==> src/rtl/core/assert_macros.svh <==
// Assertion macros shared by the jitter buffer RTL
`ifndef ASSERT_MACROS_SVH
`define ASSERT_MACROS_SVH

// Checked only while out of reset
`define AJB_ASSERT(lbl, prop, msg) \
  lbl: assert property (@(posedge clk) disable iff (!rst_n) prop) else $error(msg);

// Checked at every edge, reset included
`define AJB_ASSERT_ALWAYS(lbl, prop, msg) \
  lbl: assert property (@(posedge clk) prop) else $error(msg);

`endif

==> src/rtl/core/ajb_pkg.sv <==
// Types and constants for the adaptive jitter buffer
package ajb_pkg;

  localparam int DIV_AW     = 32;
  localparam int DIV_BW     = 16;
  localparam int LEN_W      = 11;
  localparam int SLOT_IDX_W = 6;

  localparam logic [15:0] RST_FRAME = 16'd20;
  localparam logic [15:0] RST_MIN   = 16'd20;
  localparam logic [15:0] RST_MAX   = 16'd200;
  localparam logic [15:0] RST_HOLD  = 16'd50;

  typedef enum logic [1:0] {
    ACT_PUSH    = 2'd0,
    ACT_PULL    = 2'd1,
    ACT_DRAIN   = 2'd2,
    ACT_RESTART = 2'd3
  } action_t;

  typedef enum logic [2:0] {
    STS_OK    = 3'd0,
    STS_LATE  = 3'd1,
    STS_FULL  = 3'd2,
    STS_LOST  = 3'd3,
    STS_EMPTY = 3'd4
  } status_t;

  typedef enum logic [1:0] {
    REG_FRAME = 2'd0,
    REG_MIN   = 2'd1,
    REG_MAX   = 2'd2,
    REG_HOLD  = 2'd3
  } reg_idx_t;

  typedef struct packed {
    action_t     action;
    logic [31:0] seq;
    logic [31:0] media_time;
    logic [15:0] length;
    logic [31:0] arrival_time;
    logic [7:0]  max_count;
  } in_t;

  typedef struct packed {
    status_t               status;
    logic [SLOT_IDX_W-1:0] slot_index;
    logic [LEN_W-1:0]      out_length;
    logic [31:0]           out_seq;
    logic [15:0]           jitter_int;
    logic [15:0]           target_delay;
    logic                  burst_loss;
    logic                  last;
  } out_t;

  typedef struct packed {
    logic [15:0] frame;
    logic [15:0] min_delay;
    logic [15:0] max_delay;
    logic [15:0] hold;
  } cfg_t;

  typedef struct packed {
    logic [31:0] jitter_nxt;
    logic [15:0] target_nxt;
    logic [15:0] stable_nxt;
  } est_t;

endpackage

==> src/rtl/core/ajb_div.sv <==
// Restoring radix-2 divider, one quotient bit per cycle
module ajb_div (
  input  logic                       clk,
  input  logic                       rst_n,
  input  logic                       start,
  input  logic [ajb_pkg::DIV_AW-1:0] dividend,
  input  logic [ajb_pkg::DIV_BW-1:0] divisor,
  output logic                       busy,
  output logic                       done,
  output logic [ajb_pkg::DIV_AW-1:0] quot
);
  import ajb_pkg::*;

  localparam int CW = $clog2(DIV_AW);

  logic            busy_r;
  logic            done_r;
  logic [CW-1:0]   cnt_r;
  logic [DIV_AW-1:0] q_r;
  logic [DIV_BW-1:0] r_r;
  logic [DIV_BW-1:0] d_r;
  logic [DIV_BW:0]   rs;
  logic              ge;

  assign rs = {r_r, q_r[DIV_AW-1]};
  assign ge = rs >= {1'b0, d_r};

  always_ff @(posedge clk) begin
    if (!rst_n) begin
      busy_r <= 1'b0;
      done_r <= 1'b0;
      cnt_r  <= '0;
    end else begin
      done_r <= 1'b0;
      if (start) begin
        busy_r <= 1'b1;
        cnt_r  <= '0;
        q_r    <= dividend;
        r_r    <= '0;
        d_r    <= divisor;
      end else if (busy_r) begin
        q_r <= {q_r[DIV_AW-2:0], ge};
        r_r <= ge ? DIV_BW'(rs - {1'b0, d_r}) : rs[DIV_BW-1:0];
        cnt_r <= cnt_r + 1'b1;
        if (cnt_r == CW'(DIV_AW - 1)) begin
          busy_r <= 1'b0;
          done_r <= 1'b1;
        end
      end
    end
  end

  assign busy = busy_r;
  assign done = done_r;
  assign quot = q_r;

endmodule

==> config.mk <==
export PLATFORM = sky130hd
export DESIGN_NAME = ajb_div
export DESIGN_NICKNAME = d
export VERILOG_FILES = /design/src/rtl/core/assert_macros.svh /design/src/rtl/core/ajb_pkg.sv /design/src/rtl/core/ajb_div.sv
export SDC_FILE = /design/constraint.sdc
export NUM_CORES = 1
export LEC_CHECK = 0
export BUFFER_PORTS_ARGS = -buffer_cell sky130_fd_sc_hd__buf_2
export CAP_MARGIN = 10
export CORE_ASPECT_RATIO = 0.6
export CORE_UTILIZATION = 45
export CTS_CLUSTER_DIAMETER = 100
export CTS_CLUSTER_SIZE = 8
export DETAILED_ROUTE_END_ITERATION = 8
export PLACE_DENSITY_LB_ADDON = 0.15
export SLEW_MARGIN = 20
export SYNTH_ARGS = -nofsm -noshare
export SYNTH_HDL_FRONTEND = slang
export SYNTH_SLANG_ARGS = --single-unit
==> constraint.sdc <==
create_clock -name clk -period 2.11 [get_ports clk]
set_input_delay 0.211 -clock clk [delete_from_list [all_inputs] [get_ports clk]]
set_output_delay 0.211 -clock clk [all_outputs]
set_load 0.05 [all_outputs]
==> metrics.yaml <==
first_iter_violations: 171
drc: 0
drt-vias-per-instance: 5.11
grt_overflow: 0
post_synth.cell_area_avg_um2: 12.6
synth_edf_count: 64
syn2layout_area_growth_pct: 37.9
route.antenna.remaining_nets: 0
placed_cell_area_um2: 4610
fill_cells: 637
setup_viol: 17
r2r-start: "d_r[1]"
status: "finished with violations"
fin_crit_sh_pct: 116
ys_warn_count: 0
port_buffers: 84
num_antenna_cells: 0
finalClockSkew_ps: 5.67
start_util_pct: 46.9
ys.flop_type: "edfxtp_1"
worstSkewPairLatency_ps: 330
total_power_mw: 4.54
wl_met3_um: 495
final.min_clock_period_ps: 2440
syn_area_um2: 3710
powerDensity_nw_per_um2: 888
pre_cts_ws_ps: -406
hold_viol: 0
end_kind: "register"
dieArea_um2: 8620
num_rows: 25
num_vias: 2813
crit_arrival_ps: 2520
routed_wl_um: 8440
ios: 85
cts.sinks: 71
grt_pass1_wl_um: 13200
clkTransAtPathRegs_ps: 60
root_buffer: "clkbuf_16"
timing.rr.end: "r_r[11]"
first_pass_iters: 4
violations: "negative setup slack"
slew_headroom_pct: 69.2
reg2reg_depth: 10
ys_async_sr_fraction_pct: 0
grt_pass1_vias: 2645
critPathLaunchType: "register"
drv_slew: 0
leakagePower_nw: 2.21
finalWeightedCongestion: 0.855
drv_cap: 0
die_x_um: 119
critPathCapture: "r_r[11]"
grt_max_degree: 36
drive_gt1_share_pct: 48.6
hp-class: "in2reg"
crit_fanout: 8
cts.path.max_buffers: 2
synthDistinctLibCells: 50
fmax_mhz: 409
cp-startpoint: "d_r[1]"
rsz0062_at_grt: "true"
core_area_um2: 7910
wl_met2_um: 3780
layout.nets: 507
hold_ws_ps: 48.7
yosys_register_bits: 71
dr.max_layer_used: "met4"
place.detailed.hpwl_um: 5930
worstPathRequired_ps: 2180
die_y_um: 72.3
path_class: "reg2reg"
setup_slack_ps: -334
met1_length_um: 4070
hold_start: "divisor[0]"
cts_max_level: 3
cts_tree: "yes"
tns_ps: -4800
final_area_um2: 5110
antenna_found_initial: 0
vdd.ir_drop.worst_uv: 463
grt_util_all_layers_pct: 20.4
yosysSeqAreaShare_pct: 55.6
ff2ff_setup_slack_ps: -330
cts_made_buffers: 9
syn_nets: 365
wl_per_cell_um: 15.3
netlist_instances: 295
tightestPinTransition_ps: 462
-- worst max-delay path, stage by stage (launching register included) --
cell and delay (ps):
edfxtp_1 440, inv_2 90, ha_4 190, or2b_1 220, a21oi_4 90, o41ai_4 280, o311ai_2 200, a21o_2 290
buf_8 160, mux2i_2 170, nor2_1 50
-- synth_stat cells (3+ instances only) --
master	n	area [µm²]
o21ai_0	7	35.0
inv_1	21	78.8
dfxtp_1	7	140
xnor2_1	10	87.6
nand4_1	4	25.0
nand2_1	18	67.6
nor2_1	24	90.1
nand3_1	4	20.0
mux2i_1	10	100
edfxtp_1	64	1920
clkbuf_1	7	26.3
o21a_1	6	45.0
a21oi_1	13	65.1
a21o_1	7	52.6
xor2_1	4	35.0
mux2_2	31	349
ha_1	18	225
a211oi_1	3	22.5
-- metal layers --
layer  vias up  track usage [%]
met4         0             8.86
met2        77             29.3
li1       1385                -
met1      1341             28.5
met3        10             6.05
met5         -                0
-- registers in the layout, indices dropped and copies added, names as in the netlist --
register	count
done	1
busy	1
quot	32
r_r	16
cnt_r	5
d_r	16
-- final cells by class --
type	instances	area (µm²)	share of cell area, %
tap	108	135	2.64
timing repair buffer	142	875	17.1
inverter	21	78.8	1.54
sequential	71	2060	40.3
clock buffer	12	236	4.62
clock inverter	4	72.6	1.42
multi-input combinational	192	1660	32.4
-- worst min path at each step --
stage / end / slack, ps / cells after the start
after floorplan: d_r[0] / 310 / 0
after global placement: d_r[1] / 390 / 1
after detailed placement: d_r[5] / 390 / 1
after CTS: d_r[2] / 40 / 1
after global routing: d_r[4] / 40 / 1
final: d_r[0] / 50 / 1
-- kinds of logic after synthesis --
logic type      count (synthesis)  synth area share, %
mux                            42                 12.5
simple gates                   60                 7.29
xor+xnor                       14                 3.31
buf+inv                        32                 3.64
flops                          71                 55.6
fa+ha+maj                      19                 6.61
compound gates                 57                 11.1
-- stage by stage --
step | instances | util [%]
2_1_floorplan | 295 | -
3_3_place_gp | 527 | 58.2
3_5_place_dp | 527 | 58.2
4_1_cts | 548 | 63.4
5_1_grt | 550 | 64.6
6_report | 550 | 64.6
-- where the power goes --
part / switching [mW] / internal [mW]
combinational: 0.643 / 0.570
clock: 0.571 / 1.03
sequential: 0.0542 / 1.67
total: 1.27 / 3.27
-- what timing repair did --
action,4_1_cts,5_1_grt
pin swaps,7,9
setup buffers,5,2
endpoints found under the setup margin,17,17
hold buffers,0,0
resized for setup,11,15
-- cells in the final DEF, fill, tap and decap left out, types with 5 or more instances in the layout --
cell type / netlist / routed
xnor2_1: 10 / 10
mux2i_1: 10 / 9
a21o_1: 7 / 7
buf_2: 0 / 84
dfxtp_1: 7 / 7
a21oi_1: 13 / 13
ha_1: 18 / 11
inv_1: 21 / 20
clkbuf_16: 0 / 9
mux2_2: 31 / 31
o21a_1: 6 / 5
edfxtp_1: 64 / 64
buf_4: 0 / 54
o21ai_0: 7 / 5
ha_4: 0 / 5
nor2_1: 24 / 22
nand2_1: 18 / 18
(Power assumes the default switching activity.)
