### src/rtl/core/assert_macros.svh
// Assertion macros shared by the jitter buffer RTL
`ifndef ASSERT_MACROS_SVH
`define ASSERT_MACROS_SVH

// Checked only while out of reset
`define AJB_ASSERT(lbl, prop, msg) \
  lbl: assert property (@(posedge clk) disable iff (!rst_n) prop) else $error(msg);

// Checked at every edge, reset included
`define AJB_ASSERT_ALWAYS(lbl, prop, msg) \
  lbl: assert property (@(posedge clk) prop) else $error(msg);

`endif

### src/rtl/core/ajb_pkg.sv
// Types and constants for the adaptive jitter buffer
package ajb_pkg;

  localparam int DIV_AW     = 32;
  localparam int DIV_BW     = 16;
  localparam int LEN_W      = 11;
  localparam int SLOT_IDX_W = 6;

  localparam logic [15:0] RST_FRAME = 16'd20;
  localparam logic [15:0] RST_MIN   = 16'd20;
  localparam logic [15:0] RST_MAX   = 16'd200;
  localparam logic [15:0] RST_HOLD  = 16'd50;

  typedef enum logic [1:0] {
    ACT_PUSH    = 2'd0,
    ACT_PULL    = 2'd1,
    ACT_DRAIN   = 2'd2,
    ACT_RESTART = 2'd3
  } action_t;

  typedef enum logic [2:0] {
    STS_OK    = 3'd0,
    STS_LATE  = 3'd1,
    STS_FULL  = 3'd2,
    STS_LOST  = 3'd3,
    STS_EMPTY = 3'd4
  } status_t;

  typedef enum logic [1:0] {
    REG_FRAME = 2'd0,
    REG_MIN   = 2'd1,
    REG_MAX   = 2'd2,
    REG_HOLD  = 2'd3
  } reg_idx_t;

  typedef struct packed {
    action_t     action;
    logic [31:0] seq;
    logic [31:0] media_time;
    logic [15:0] length;
    logic [31:0] arrival_time;
    logic [7:0]  max_count;
  } in_t;

  typedef struct packed {
    status_t               status;
    logic [SLOT_IDX_W-1:0] slot_index;
    logic [LEN_W-1:0]      out_length;
    logic [31:0]           out_seq;
    logic [15:0]           jitter_int;
    logic [15:0]           target_delay;
    logic                  burst_loss;
    logic                  last;
  } out_t;

  typedef struct packed {
    logic [15:0] frame;
    logic [15:0] min_delay;
    logic [15:0] max_delay;
    logic [15:0] hold;
  } cfg_t;

  typedef struct packed {
    logic [31:0] jitter_nxt;
    logic [15:0] target_nxt;
    logic [15:0] stable_nxt;
  } est_t;

endpackage

### src/rtl/core/ajb_est.sv
// Jitter estimate and target delay update arithmetic
module ajb_est (
  input  ajb_pkg::cfg_t  cfg,
  input  logic [31:0]    jitter,
  input  logic [31:0]    transit,
  input  logic [31:0]    prev_transit,
  input  logic [15:0]    target,
  input  logic [15:0]    stable,
  output ajb_pkg::est_t  est
);
  import ajb_pkg::*;

  logic [31:0]        d;
  logic [31:0]        mag32;
  logic [15:0]        mag;
  logic signed [33:0] delta;
  logic signed [33:0] step;
  logic [18:0]        sum;
  logic [15:0]        sum_sat;
  logic [15:0]        ideal_a;
  logic [15:0]        ideal;
  logic [15:0]        stable_inc;
  logic [16:0]        floor_v;

  always_comb begin
    d     = transit - prev_transit;
    mag32 = d[31] ? (32'd0 - d) : d;
    mag   = (mag32 > 32'd65535) ? 16'hFFFF : mag32[15:0];
    delta = $signed({2'b00, mag, 16'h0000}) - $signed({2'b00, jitter});
    step  = delta[33] ? ((delta + 34'sd15) >>> 4) : (delta >>> 4);
    est.jitter_nxt = 32'(jitter + step[31:0]);

    sum     = {1'b0, jitter[31:16], 2'b00} + {3'b000, cfg.frame};
    sum_sat = (sum > 19'd65535) ? 16'hFFFF : sum[15:0];
    ideal_a = (sum_sat < cfg.max_delay) ? sum_sat : cfg.max_delay;
    ideal   = (ideal_a < cfg.min_delay) ? cfg.min_delay : ideal_a;
    stable_inc = (stable == 16'hFFFF) ? stable : 16'(stable + 1'b1);
    floor_v = {1'b0, cfg.min_delay} + {1'b0, cfg.frame};

    est.target_nxt = target;
    est.stable_nxt = stable_inc;
    if (ideal > target) begin
      est.target_nxt = ideal;
      est.stable_nxt = '0;
    end else if (ideal < target && stable_inc >= cfg.hold) begin
      est.target_nxt = ({1'b0, target} > floor_v) ? 16'(target - cfg.frame) : cfg.min_delay;
      est.stable_nxt = '0;
    end
  end

endmodule

### config.mk
export PLATFORM = sky130hd
export DESIGN_NAME = ajb_est
export DESIGN_NICKNAME = d
export VERILOG_FILES = /design/src/rtl/core/assert_macros.svh /design/src/rtl/core/ajb_pkg.sv /design/src/rtl/core/ajb_est.sv
export SDC_FILE = /design/constraint.sdc
export NUM_CORES = 1
export LEC_CHECK = 0
export BUFFER_PORTS_ARGS = -buffer_cell sky130_fd_sc_hd__buf_4
export CAP_MARGIN = 20
export CORE_ASPECT_RATIO = 1.1
export CORE_UTILIZATION = 55
export DETAILED_ROUTE_END_ITERATION = 8
export PLACE_DENSITY = 0.81
export SETUP_SLACK_MARGIN = 0.5
export SYNTH_ARGS = -nofsm -noshare
export SYNTH_HDL_FRONTEND = slang
export SYNTH_SLANG_ARGS = --single-unit
export TNS_END_PERCENT = 30
### constraint.sdc
create_clock -name vclk -period 17.1
set_input_delay 1.71 -clock vclk [all_inputs]
set_output_delay 1.71 -clock vclk [all_outputs]
set_load 0.005 [all_outputs]
==> flow_summary.json <==
{
  "slew-limit-headroom_pct": 36.2,
  "dieArea_um2": 21600,
  "path_common_cell": "a21o_1",
  "die_w_um": 140,
  "data_required_time_at_the_worst_endpoint_ns": 15.39,
  "fin_tns_setup_ns": 0,
  "initial_standard_cell_utilization_of_the_core_pct": 56.3,
  "syn_inst": 1665,
  "power_per_cell_area_nw_per_um2": 49.3,
  "worst_path_largest_cell_delay_ns": 0.67,
  "boundaryPins": 256,
  "arrival_time_at_the_worst_endpoint_ns": 13.00,
  "drt_wl_total_um": 36500,
  "post_synth_most_frequent_cells": "ha_1 (203), inv_1 (178), a21oi_1 (122)",
  "grt_start_max_net_pins": 33,
  "cts_hold_buffers": 0,
  "run_status": "finished clean",
  "maxCapViolCount": 0,
  "total_leakage_power_nw": 6.59,
  "post_cts_resized": 0,
  "crit_slowest_cell": "a2111oi_0",
  "finalWeightedCongestion": 0.972,
  "final-max-slew-violation-count": 0,
  "max_freq_mhz": 68.0,
  "grt_pass1_wl_um": 59400,
  "synth.yosys.warnings": 0,
  "routed-via-count": 13200,
  "antenna_violating_nets_post_route": 0,
  "synth.net_count": 2065,
  "synth.cell_area_um2": 11600,
  "drt_pre_antenna_iters": 5,
  "worstHoldStart": "jitter[31]",
  "place_area_um2": 13700,
  "post-route-drc-count": 0,
  "worstSetupEndpointType": "output port",
  "design_power_total_mw": 0.675,
  "route.detailed.vias_per_inst": 6.17,
  "worst-setup-path-type": "in -> out",
  "die_h_um": 154,
  "net_count_reported_at_finish": 2286,
  "holdPathEnd": "est[63]",
  "number_of_setup_buffers_added_after_cts": 0,
  "finalSetupViolations": 0,
  "initial_antenna_violation_count": 0,
  "floorplan.rows": 55,
  "synth-simple-area-share_pct": 25.8,
  "main_combinational_cell_family_by_area_after_synthesis": "compound AO/OA/AOI/OAI gates",
  "layout.cell_area.non_filler_um2": 13700,
  "post_synth_xor_area_fraction_pct": 11.3,
  "tot_gr_track_use_pct": 32.7,
  "synth.lib_cells_used.distinct": 94,
  "post-route-period-util_pct": 86.0,
  "ir_worst_vdd_uv": 24.2,
  "synthTopCellsByArea": "ha_1 (22%), xnor2_1 (7.1%), inv_1 (5.8%)",
  "synth_compound_area_share_pct": 30.1,
  "grt_setup_unrepaired": "false",
  "worstMarginPinSlew_ns": 0.945,
  "clkbuf_count": 0,
  "synth_adder_area_share_pct": 22.9,
  "dp_hpwl_um": 31500,
  "first_iter_violations": 851,
  "yosys_top_cell_by_area": "ha_1",
  "register_area_um2": 0,
  "buffer_ports.inserted": 256,
  "post_route_cells_drive_above_1_share_pct": 17.9,
  "most_used_standard_cell_by_instance_count_after_synthesis": "ha_1",
  "min-delay-path-class": "in -> out",
  "postLayoutCoreUtil_pct": 66.5,
  "startpoint_type": "input port",
  "yosys-mux-area-fraction_pct": 2.36,
  "worst_hold_path.num_cells": 3,
  "grt_pass1_vias": 12400,
  "worstSetupStartpoint": "cfg[50]",
  "n_sequential_cell": 0,
  "detail_route.wl_per_cell_um": 17.0,
  "finalWorstPathRequiredPeriod_ns": 14.71,
  "syn_area_per_cell_um2": 6.95,
  "antennaDiodeCount": 0,
  "maximum_fanout_along_the_worst_path": 26,
  "yosysSeqAreaShare_pct": 0,
  "core_area_um2": 20600,
  "timing.final.hold_violations": 0,
  "flow.area_growth_from_synthesis_pct": 18.2,
  "synth_top_cell_area_share_pct": 21.9,
  "overall_overflow_remaining_after_global_route": 0
}
==> worst max path at each step <==
stage | end | depth (start not counted)
floorplan | est[29] | 47
global route | est[62] | 42
detailed placement | est[62] | 43
global placement | est[16] | 48
finish | est[16] | 48
CTS | est[62] | 43
==> power by group <==
group	switching (mW)	leakage, nW	internal [mW]
combinational	0.365	6.59	0.310
clock	0	0	0
sequential	0	0	0
total	0.365	6.59	0.310
==> cells in the final DEF (no fill, tap or decap), types with 12 or more instances in the layout <==
cell and count:
ha_1 203, nand3_1 56, a21o_1 58, o21ai_0 77
nor2_1 120, o21bai_1 19, xnor2_1 93, o21a_1 35
nor3_1 41, nand2_1 102, nand4_1 39, mux2_2 18
a211oi_1 17, buf_4 263, xor2_1 55, or3_1 20
o221a_2 12, and2_1 14, o2111ai_1 12, nand2b_1 32
nor2b_1 30, and3_1 24, a31oi_1 17, a21oi_1 122
inv_1 178, o211ai_1 20
==> cell type report <==
type                            count  area [µm²]
Inverter                          178         668
Tap cell                          256         320
Fill cell                        1906        6900
Timing Repair Buffer              264        1980
Multi-Input combinational cell   1442       10700
==> metrics by stage <==
stage          hold slack [ns]  setup slack, ns  std cells
6_report                  3.78             2.39       2140
5_1_grt                   3.80             1.71       2140
4_1_cts                   3.78             2.65       2139
3_5_place_dp              3.78             2.67       2139
3_3_place_gp              3.78             2.21       2138
2_1_floorplan             3.48             4.14       1665
==> routing by layer <==
metal / wire length, µm / GRT usage, % / part of all wire (%) / vias up
met4: 1220 / 9.79 / 3.3 / 0
met5: 0 / 0 / 0 / -
met3: 2340 / 2.65 / 6.4 / 94
met2: 17000 / 57.2 / 47 / 510
li1: - / - / - / 6564
met1: 15900 / 42.4 / 44 / 6042
==> critical path, delay by kind of cell <==
family,cells,cell delay [ns]
multiplexers,1,0.32
buffers and inverters,4,0.80
adder cells (fa/ha/maj),5,1.51
AND/OR/NAND/NOR,8,1.64
AO/OA/AOI/OAI,30,7.00
==> kinds of logic after synthesis <==
kind of cell,count (synthesis)
buffers and inverters,223
adder cells (fa/ha/maj),209
AND/OR/NAND/NOR,557
multiplexers,25
XOR/XNOR,149
AO/OA/AOI/OAI,502
Power figures use the tool's default switching activity.
