**src/rtl/core/assert_macros.svh**
```systemverilog
// Assertion macros shared by the jitter buffer RTL
`ifndef ASSERT_MACROS_SVH
`define ASSERT_MACROS_SVH

// Checked only while out of reset
`define AJB_ASSERT(lbl, prop, msg) \
  lbl: assert property (@(posedge clk) disable iff (!rst_n) prop) else $error(msg);

// Checked at every edge, reset included
`define AJB_ASSERT_ALWAYS(lbl, prop, msg) \
  lbl: assert property (@(posedge clk) prop) else $error(msg);

`endif

```
**src/rtl/core/ajb_ram.sv**
```systemverilog
// Single-port-write, registered-read synchronous RAM
module ajb_ram #(
  parameter int DEPTH = 64,
  parameter int WIDTH = 32,
  parameter int AW    = 6
) (
  input  logic             clk,
  input  logic             we,
  input  logic [AW-1:0]    wa,
  input  logic [WIDTH-1:0] wd,
  input  logic             re,
  input  logic [AW-1:0]    ra,
  output logic [WIDTH-1:0] rd
);

  logic [WIDTH-1:0] mem [DEPTH];
  logic [WIDTH-1:0] rd_r;

  always_ff @(posedge clk) begin
    if (we) begin
      mem[wa] <= wd;
    end
    if (re) begin
      rd_r <= mem[ra];
    end
  end

  assign rd = rd_r;

endmodule

```
**config.mk**
```make
export PLATFORM = sky130hd
export DESIGN_NAME = ajb_ram
export DESIGN_NICKNAME = d
export VERILOG_FILES = /design/src/rtl/core/assert_macros.svh /design/src/rtl/core/ajb_ram.sv
export SDC_FILE = /design/constraint.sdc
export NUM_CORES = 2
export LEC_CHECK = 0
export BUFFER_PORTS_ARGS = -buffer_cell sky130_fd_sc_hd__buf_2
export CORE_AREA = 2 2 453 455
export CTS_BUF_LIST = sky130_fd_sc_hd__clkbuf_8 sky130_fd_sc_hd__clkbuf_16
export DETAILED_ROUTE_END_ITERATION = 16
export DIE_AREA = 0 0 455 457
export MAX_ROUTING_LAYER = met4
export PLACE_DENSITY = 0.6
export SYNTH_ARGS = -nofsm -noshare
export SYNTH_HDL_FRONTEND = slang
export SYNTH_SLANG_ARGS = --single-unit
```
**constraint.sdc**
```tcl
create_clock -name clk -period 7.3 [get_ports clk]
set_input_delay 1.825 -clock clk [delete_from_list [all_inputs] [get_ports clk]]
set_output_delay 1.825 -clock clk [all_outputs]
set_load 0.005 [all_outputs]
```
==> tab_implementation.tex <==
\begin{tabular}{lr}
\hline
Metric & Value \\
\hline
\multicolumn{2}{l}{\textbf{Finish}} \\
\quad Most common cell after layout, fill and taps aside & sky130\_fd\_sc\_hd\_\_edfxtp\_1 \\
\quad Total Nets Final & around 3.6k \\
\quad \# fillers & between 15k and 20k \\
\quad Layout-stage area growth over the synthesis result & 14.2\% \\
\quad Fraction of layout cells with a size suffix above 1 & 29.3\% \\
\quad Leading cell types in the layout, fill and taps excluded & 2080 x sky130\_fd\_sc\_hd\_\_edfxtp\_1, 544 x sky130\_fd\_sc\_hd\_\_mux4\_2, 207 x sky130\_fd\_sc\_hd\_\_clkbuf\_16, 113 x sky130\_fd\_sc\_hd\_\_buf\_4, 93 x sky130\_fd\_sc\_hd\_\_mux2i\_1 \\
\quad Non-filler instance count after layout & between 6k and 7k \\
\multicolumn{2}{l}{\textbf{STA}} \\
\quad Slew at the pin with the worst max-slew slack & 1340 ps \\
\quad \# setup viols final & 0 \\
\quad Setup repair after global routing missed its margin & no \\
\quad Highest attainable clock frequency & approximately 220 MHz \\
\quad Setup TNS & 0 ps \\
\quad Share of the clock period used by the worst path & about three fifths \\
\quad Final min period & approximately 4500 ps \\
\quad Maximum clock skew at final layout & about 34 ps \\
\quad Max Transition Viols Final & 0 \\
\quad Worst setup margin & between 2000 and 3000 ps \\
\quad Worst-case headroom to the max-slew limit & a little over a tenth \\
\quad Hold Fails Final Rpt & 0 \\
\multicolumn{2}{l}{\textbf{Logic synthesis}} \\
\quad Number of synthesized register bits & 2080 \\
\quad Most instantiated flip-flop cell in the synthesis netlist & sky130\_fd\_sc\_hd\_\_edfxtp\_1 \\
\quad Synth top area cells & sky130\_fd\_sc\_hd\_\_edfxtp\_1 79\%, sky130\_fd\_sc\_hd\_\_mux4\_2 16\%, sky130\_fd\_sc\_hd\_\_mux2i\_1 1.2\% \\
\quad Netlist cell types & 33 \\
\quad Library cell occupying the most area in the post-synthesis netlist & sky130\_fd\_sc\_hd\_\_edfxtp\_1 \\
\quad Synth top area share & around four fifths \\
\quad Share of synthesized flip-flops with an asynchronous set or reset & 0\% \\
\quad Warnings, synthesis & 0 \\
\quad Post-Synthesis Cells & 3324 \\
\quad Summed instance area of the synthesized netlist & approximately 80000 um2 \\
\quad Portion of the post-synthesis area used by sequential elements & just under 80\% \\
\quad Avg Synthesized Cell Area & around 24 um2 \\
\quad Number of enable flip-flop cells after synthesis & around 2.1k \\
\quad Net Count, Synth & $\sim$3.4k \\
\multicolumn{2}{l}{\textbf{Clocking}} \\
\quad TritonCTS buffer count & between 200 and 250 \\
\quad Clock tree from TritonCTS & done \\
\quad Clk root buf & sky130\_fd\_sc\_hd\_\_clkbuf\_16 \\
\quad Register clock-pin slew on the reported worst setup and hold paths & $\sim$60 ps \\
\quad CTS Hold Buffers Added & 0 \\
\quad Clock insertion delay at the later pin of the skew report & between 800 and 900 ps \\
\quad Number of H-tree levels & 4 \\
\quad Buffers from clock root to sink, at most & 3 \\
\quad Clock sink count & between 2k and 2.5k \\
\quad Setup fix buffers added after clock tree synthesis & 0 \\
\quad Gates resized, CTS repair & 0 \\
\multicolumn{2}{l}{\textbf{Placed design}} \\
\quad Worst slack at placement & approximately 1800 ps \\
\quad Post-placement cell count & 6032 \\
\quad Routability congestion estimate & just over 0.8 \\
\quad Number of buffer cells added on primary ports & 78 \\
\quad Dpl hpwl & between 100000 and 150000 um \\
\multicolumn{2}{l}{\textbf{Critical path}} \\
\quad Endpoint of the most critical setup path & rd[26] \\
\quad Slack of the worst reg-to-reg path & 4670 ps \\
\quad Critical path arrival & approximately 5000 ps \\
\quad Crit-path most repeated cell & sky130\_fd\_sc\_hd\_\_mux4\_2 \\
\quad Kind of end point of the critical path & flip-flop \\
\quad Number of cells traversed by the worst register-to-register path & 4 \\
\quad WP data required & between 7000 and 8000 ps \\
\quad Crit path largest cell delay & 560 ps \\
\quad WS Path Type & in2reg \\
\quad R2R Path Start & mem[27][21] \\
\quad Standard cell with the maximum stage delay on the critical path & sky130\_fd\_sc\_hd\_\_mux4\_2 \\
\quad CP max FO & between 60 and 70 \\
\quad R2R Path End & rd[21] \\
\quad Cells along the critical path & buf\_8, buf\_12, buf\_4, mux4\_2, mux4\_2, o22ai\_1, nor2\_1 \\
\quad Origin of the worst setup path & ra[0] \\
\quad Kind of start point of the critical path & primary input \\
\multicolumn{2}{l}{\textbf{Routing}} \\
\quad DRT antenna net count & 0 \\
\quad Total wirelength of the detailed-routed design & between 200000 and 250000 um \\
\quad Met3 wirelength from detailed routing & roughly 16000 um \\
\quad 1st-pass router iterations & 6 \\
\quad Routed length on met2 & 104000 um \\
\quad Post-detailed-route via-to-cell ratio & between 5 and 6 \\
\quad Starting DRT DRC Count & just over 5k \\
\quad DR vias & between 30k and 40k \\
\quad Wire length on met1 & around 86000 um \\
\quad Routed WL per cell & roughly 33 um \\
\quad Highest metal layer used by the detailed router & met4 \\
\quad Count of unresolved DRC violations after routing & 0 \\
\multicolumn{2}{l}{\textbf{Pwr}} \\
\quad Leak Pwr & about 28 nW \\
\quad Design Power & 25.0 mW \\
\quad Cell area power density & 277 nW/um2 \\
\quad Max VDD drop & 0.244 mV \\
\multicolumn{2}{l}{\textbf{Floorplan}} \\
\quad DIE HEIGHT & $\sim$460 um \\
\quad Num ports & 79 \\
\quad Initial core utilization & around 39\% \\
\quad Die Footprint & around 210000 um2 \\
\quad Chip width & between 400 and 500 um \\
\quad Core ar. & just over 200000 um2 \\
\quad Row count & 166 \\
\multicolumn{2}{l}{\textbf{Outcome}} \\
\quad Outcome & completed \\
\multicolumn{2}{l}{\textbf{Global route}} \\
\quad Number of global-route vias before repair & around 37k \\
\quad Overall track demand over capacity in global routing & a little over a fifth \\
\quad Overflow left after global routing & 0 \\
\quad Number of antenna violations at the first check in global routing & 22 \\
\quad Pin count of the biggest net entering global routing & 84 \\
\quad Global-route wire length before repair & $\sim$300000 um \\
\multicolumn{2}{l}{\textbf{Hold path}} \\
\quad HP Class & reg2reg \\
\quad Hold Startpoint & mem[29][8] \\
\multicolumn{2}{l}{\textbf{Flow run}} \\
\quad MaxCap Viol Count & 0 \\
\hline
\end{tabular}
==> layout make-up <==
| class | count | area, um2 | area share (%) |
|---|---|---|---|
| clock inverter | 172 | 1560 | 1.73 |
| timing repair buffer | 202 | 1500 | 1.66 |
| clock buffer | 207 | 5180 | 5.75 |
| tap | 2688 | 3360 | 3.73 |
| multi-input combinational | 1062 | 16000 | 17.7 |
| antenna | 8 | 20.0 | 0.0222 |
| sequential | 2080 | 62500 | 69.4 |
==> metrics by stage <==
stage                     util (%)  area (um2)  hold WS, ps
after floorplan                  -       78800          750
after global placement        41.0       83300          826
after detailed placement      41.0       83300          859
after CTS                     44.3       90000          881
after global routing          44.3       90100          950
final                         44.3       90100          891
==> report_power, final <==
part           internal, mW  switching, mW
Clock                  5.95           4.55
Sequential             13.3         0.0460
Combinational         0.429          0.740
Total                  19.6           5.34
==> synth_stat cells (21+ instances only) <==
cell type	n
sky130_fd_sc_hd__nor2_1	137
sky130_fd_sc_hd__buf_2	57
sky130_fd_sc_hd__o22ai_1	84
sky130_fd_sc_hd__a21oi_1	62
sky130_fd_sc_hd__nand2_1	26
sky130_fd_sc_hd__mux2i_1	93
sky130_fd_sc_hd__buf_4	25
sky130_fd_sc_hd__buf_1	21
sky130_fd_sc_hd__clkbuf_1	74
sky130_fd_sc_hd__o221ai_1	27
sky130_fd_sc_hd__mux4_2	544
sky130_fd_sc_hd__edfxtp_1	2080
==> routing by layer <==
layer  vias up  global-route usage [%]
met2      1675                    32.9
li1      14800                       -
met1     20400                    28.3
met4         0                    4.82
met5         -                       -
met3       291                    3.73
==> cells by family (layout without fill, tap and decap cells) <==
family,Yosys count,count (layout),share of synthesized area [%]
flip-flops,2080,2080,79.2
multiplexers,637,637,16.7
AND/OR/NAND/NOR,223,223,1.26
AO/OA/AOI/OAI,202,202,1.67
buffers and inverters,182,581,1.12
other,0,8,0
==> critical path, delay by kind of cell <==
family | cells | cell delay [ps]
mux | 2 | 1080
compound gates | 1 | 440
buf+inv | 3 | 1420
simple gates | 1 | 130
==> sequential cells by signal, summed over array words and instances (netlist names) <==
| name | flops |
|---|---|
| rd | 32 |
| mem | 2048 |
==> worst min-delay path by stage <==
stage               slack [ps]  depth (start not counted)      to
floorplan                  750                          4  rd[17]
global placement           830                          4   rd[4]
detailed placement         860                          4   rd[8]
CTS                        880                          4   rd[8]
global route               950                          4  rd[20]
finish                     890                          4   rd[8]
Note: power is estimated with default switching activity, not from simulation.
